==> config.mk <==
export PLATFORM = sky130hd
export DESIGN_NAME = swm_cell
export DESIGN_NICKNAME = d
export VERILOG_FILES = /design/src/rtl/assert_macros.svh /design/src/rtl/swm_pkg.sv /design/src/rtl/swm_cell.sv
export SDC_FILE = /design/constraint.sdc
export NUM_CORES = 1
export LEC_CHECK = 0
export ABC_CLOCK_PERIOD_IN_PS = 6750
export BUFFER_PORTS_ARGS = -buffer_cell sky130_fd_sc_hd__buf_2
export CORE_ASPECT_RATIO = 1.4
export CORE_MARGIN = 2
export CORE_UTILIZATION = 30
export CTS_CLUSTER_DIAMETER = 200
export DETAILED_ROUTE_END_ITERATION = 6
export HOLD_SLACK_MARGIN = 0.15
export PLACE_DENSITY_LB_ADDON = 0.08
export SLEW_MARGIN = 5
export SYNTH_ARGS = -nofsm -noshare
export SYNTH_HDL_FRONTEND = slang
export SYNTH_SLANG_ARGS = --single-unit
==> constraint.sdc <==
create_clock -name clk -period 6.75 [get_ports clk]
set_input_delay 2.025 -clock clk [delete_from_list [all_inputs] [get_ports clk]]
set_output_delay 2.025 -clock clk [all_outputs]
set_load 0.02 [all_outputs]
==> src/rtl/assert_macros.svh <==
// Assertion macros for the RTL that carries concurrent checks.
`ifndef ASSERT_MACROS_SVH
`define ASSERT_MACROS_SVH

// Condition must hold at every clock edge outside reset.
`define SWM_ASSERT_ALWAYS(label, cond) \
    label: assert property (@(posedge clk) disable iff (!rst_n) (cond)) \
        else $error("assertion failed: condition does not hold");

// Antecedent at one edge implies consequent at the next edge.
`define SWM_ASSERT_NEXT(label, ante, cons) \
    label: assert property (@(posedge clk) disable iff (!rst_n) (ante) |=> (cons)) \
        else $error("assertion failed: expected follow-up did not occur");

`endif

==> src/rtl/swm_pkg.sv <==
// Shared constants and types for the sliding window median core.
package swm_pkg;

    localparam int MAX_WINDOW = 64;
    localparam int DATA_W     = 32;
    localparam int AGE_W      = (MAX_WINDOW > 1) ? $clog2(MAX_WINDOW) : 1;
    localparam int CNT_W      = $clog2(MAX_WINDOW + 1);
    localparam int CFG_W      = 7;

    // Data handed from one cell to its neighbors every cycle.
    typedef struct packed {
        logic signed [DATA_W-1:0] value;
        logic [AGE_W-1:0]         age;
        logic                     mv_left;
        logic                     mv_right;
    } cell_link_t;

endpackage

==> src/rtl/swm_cell.sv <==
// One sorted-window cell: holds a value and its age, exchanges with neighbors.
module swm_cell import swm_pkg::*;
(
    input  logic                     clk,
    input  logic                     shift_en,
    input  logic signed [DATA_W-1:0] sample,
    input  logic [CNT_W-1:0]         win_len,
    input  logic                     valid,
    input  logic                     drop_in,
    input  cell_link_t               left,
    input  cell_link_t               right,
    output logic                     drop_out,
    output cell_link_t               link
);

    logic signed [DATA_W-1:0] value_reg;
    logic signed [DATA_W-1:0] value_next;
    logic [AGE_W-1:0]         age_reg;
    logic [AGE_W-1:0]         age_next;
    logic                     drop;
    logic                     gt;
    logic                     stay;

    always_comb
    begin
        // oldest entry leaves the window
        drop = valid && ((CNT_W'(age_reg) + CNT_W'(1)) >= win_len);
        gt   = valid && (value_reg > sample);
        // entry keeps its slot when removal below and insertion below cancel
        stay = valid && !drop && (drop_in == gt);

        link.value    = value_reg;
        link.age      = age_reg;
        link.mv_left  = valid && !drop && drop_in && !gt;
        link.mv_right = valid && !drop && !drop_in && gt;
        drop_out      = drop_in || drop;

        if (right.mv_left)
        begin
            value_next = right.value;
            age_next   = right.age + AGE_W'(1);
        end
        else if (left.mv_right)
        begin
            value_next = left.value;
            age_next   = left.age + AGE_W'(1);
        end
        else if (stay)
        begin
            value_next = value_reg;
            age_next   = age_reg + AGE_W'(1);
        end
        else
        begin
            value_next = sample;
            age_next   = '0;
        end
    end

    always_ff @(posedge clk)
    begin
        if (shift_en)
        begin
            value_reg <= value_next;
            age_reg   <= age_next;
        end
    end

endmodule

==> results.md <==
- Endpoints failing setup: 0
- Net Count, Synth: 508
- Core Footprint: 0.0103 mm²
- Top-area cell type share of the netlist area: 35.8%
- Reg power frac: 38.0%
- Cell Rows: 44
- Crit path kind: in -> out
- Syn_area_per_cell: 9.28 µm²
- Global Route Usage Sum: 14.7%
- Most frequent CP cell: buf_2
- Root buffer cell: clkbuf_16
- Post_cts resized: 0
- Clock Latency Late Sink: 290 ps
- Area grow syn2layout: 34.9%
- Vias: 2,931
- GRT overflow: 0
- EDFF count, synth: 38
- # diodes: 0
- Worst-Margin Slew: 820 ps
- Slew Limit Fails: 0
- Cell taking the most area after synthesis: edfxtp_1
- Clk_skew: 5.13 ps
- First-pass GRT wire length: 13.4 mm
- TritonCTS clock tree: yes
- Comb pwr share: 27.8%
- Initial core utilization: 30.8%
- Worst path bufs/invs: 3
- Synth area leaders: edfxtp_1 (36%), ha_1 (17%), mux2i_1 (10%), inv_1 (5.5%), o21ai_0 (5.3%)
- Post-route ant nets: 0
- Clock transition at the registers of the reported paths: 60 ps
- Worst setup EP type: primary output
- Die height: 126 µm
- Vias in the first global route: 2,950
- Lkg Pwr: 2.20 nW
- DIE AREA: 0.0115 mm²
- Status: finished clean
- Sum Neg Setup Slack: 0 ps
- Clock network fraction of design power: 34.2%
- Power, Total: 0.000782 W
- Initial antenna violation count: 0
- WL per Instance: 13.2 µm
- Nets@finish: 666
- H-tree levels: 2
- RSZ-0062 raised after global routing: no
- Slowest-stage cell, CP: o41a_1
- CTS Hold Buffers Added: 0
- Filler Cells Inserted: 1,088
- Rel. slew slack: 45.3%
- CP delay by family, top: compound AO/OA/AOI/OAI gates
- Routability cong.: 0.823
- Sw Pwr: 0.000226 W
- Syn. warnings: 0
- Largest net degree at the start of global routing: 72
- IO Port Bufs: 161
- Unique masters post-synth: 37
- TritonRoute pass-1 iters: 4
- Synth Cell Area: 0.00318 mm²
- Storage element area: 0.00114 mm²
- Seq cells post-synth: 38
- Critical path launch point type: primary input
- Num Clock Sinks: 38
- Switch share: 28.9%
- Hold Fails Final Rpt: 0
- Post-DP HPWL: 6.92 mm
- CTS buffer count: 5
- Post-CTS setup buffer count: 0
- Max FO, Critical Path: 3
- Post-Route WL: 8.45 mm
- Leading cell type in the layout, fill and taps excluded: buf_2
- FFs w/ async S/R, synth: 0%
- Post-synthesis cell count: 343
- Critical Path RT: 4720 ps
- Crit path DAT: 3970 ps
- Footprint of the multi-input gates: 0.00182 mm²
- Vias per cell: 4.58
- HP Class: reg -> reg
- Most frequent cells in the layout: buf_2 (161), inv_1 (47), nand2_1 (44), ha_1 (42), edfxtp_1 (38)
- Final core utilization: 41.5%
- Tcrit/Tclk final: 88.8%
- Hold WS: 769 ps
- Max-cap violations: 0
- Fmax: 0.167 GHz
- Max reg flops: 32
- # DRC: 0
- Power Internal: 0.000556 W
- Starting DRT DRC Count: 72
- # IOs: 164
- Min cycle time layout: 5990 ps
- Chip Width: 91.1 µm
- CP Cell Sequence: buf_2, inv_1, ha_1, a21oi_2, nor2_1, a2111o_1, o41a_1, o21ai_2, nor3b_2, buf_2
- Sequential area share after synthesis: 35.8%
- Pwr dens: 182 mW/mm²
- Main synth FF type: edfxtp_1
- Clock tree buffer depth: 2
- CP peak stage delay: 350 ps
- Layout cell share with drive strength beyond 1: 35.1%
- Worst IR Drop VDD: 0.126 mV
==> Yosys cell counts, types with 9 or more instances <==
| master | count |
|---|---|
| inv_1 | 47 |
| a21oi_1 | 14 |
| edfxtp_1 | 38 |
| nor2_1 | 9 |
| mux2i_1 | 32 |
| clkbuf_1 | 12 |
| o21ai_0 | 34 |
| nand2_1 | 44 |
| nand3_1 | 10 |
| nand4_1 | 9 |
| ha_1 | 42 |
==> through the flow <==
stage          setup slack [ps]  instance area, µm²  std cells
3_3_place_gp                747                4130        632
6_report                    759                4300        640
2_1_floorplan              1010                3180        343
3_5_place_dp                708                4130        632
4_1_cts                     700                4300        640
5_1_grt                     557                4300        640
==> layout make-up <==
type | count | area share [%]
inverters | 47 | 4.11
repair buffers | 163 | 19.1
clock inverters | 1 | 0.699
well taps | 138 | 4.02
multi-input cells | 246 | 42.4
flip-flops and latches | 38 | 26.6
clock buffers | 7 | 3.09
==> layer usage <==
layer	wire length, µm	global-route usage, %
met1	3510	15.6
met2	4180	27.3
met3	569	3.71
met4	179	5.97
met5	0	0
==> worst paths after layout <==
kind | from | end | slack (ps) | cells after the start
hold reg to reg | age_reg[4] | age_reg[4] | 770 | 2
hold / removal | age_reg[4] | age_reg[4] | 770 | 2
setup / recovery | sample[13] | link[1] | 760 | 10
setup reg to reg | value_reg[13] | value_reg[7] | 3350 | 8
==> power by group through the flow <==
stage / sequential [W] / combinational, W / clock [W]
after global placement: 0.000302 / 0.000219 / 0
final: 0.000298 / 0.000217 / 0.000268
after detailed placement: 0.000303 / 0.000222 / 0
after floorplan: 0.000325 / 0.000109 / 0
after global routing: 0.000300 / 0.000245 / 0.000284
after CTS: 0.000298 / 0.000223 / 0.000277
==> worst min-delay path, cell delays in order (launching register included) <==
cell	delay, ps
edfxtp_1	390
xor2_1	120
o221ai_1	150
==> kinds of logic after synthesis <==
| kind of cell | share of synthesized area (%) |
|---|---|
| and+or+nand+nor | 12.3 |
| buffers and inverters | 6.95 |
| muxes | 10.5 |
| adders and majority gates | 16.5 |
| xor gates and xnor gates | 3.30 |
| DFF | 35.8 |
| AOI/OAI and AO/OA | 14.6 |
Power figures use the tool's default switching activity.
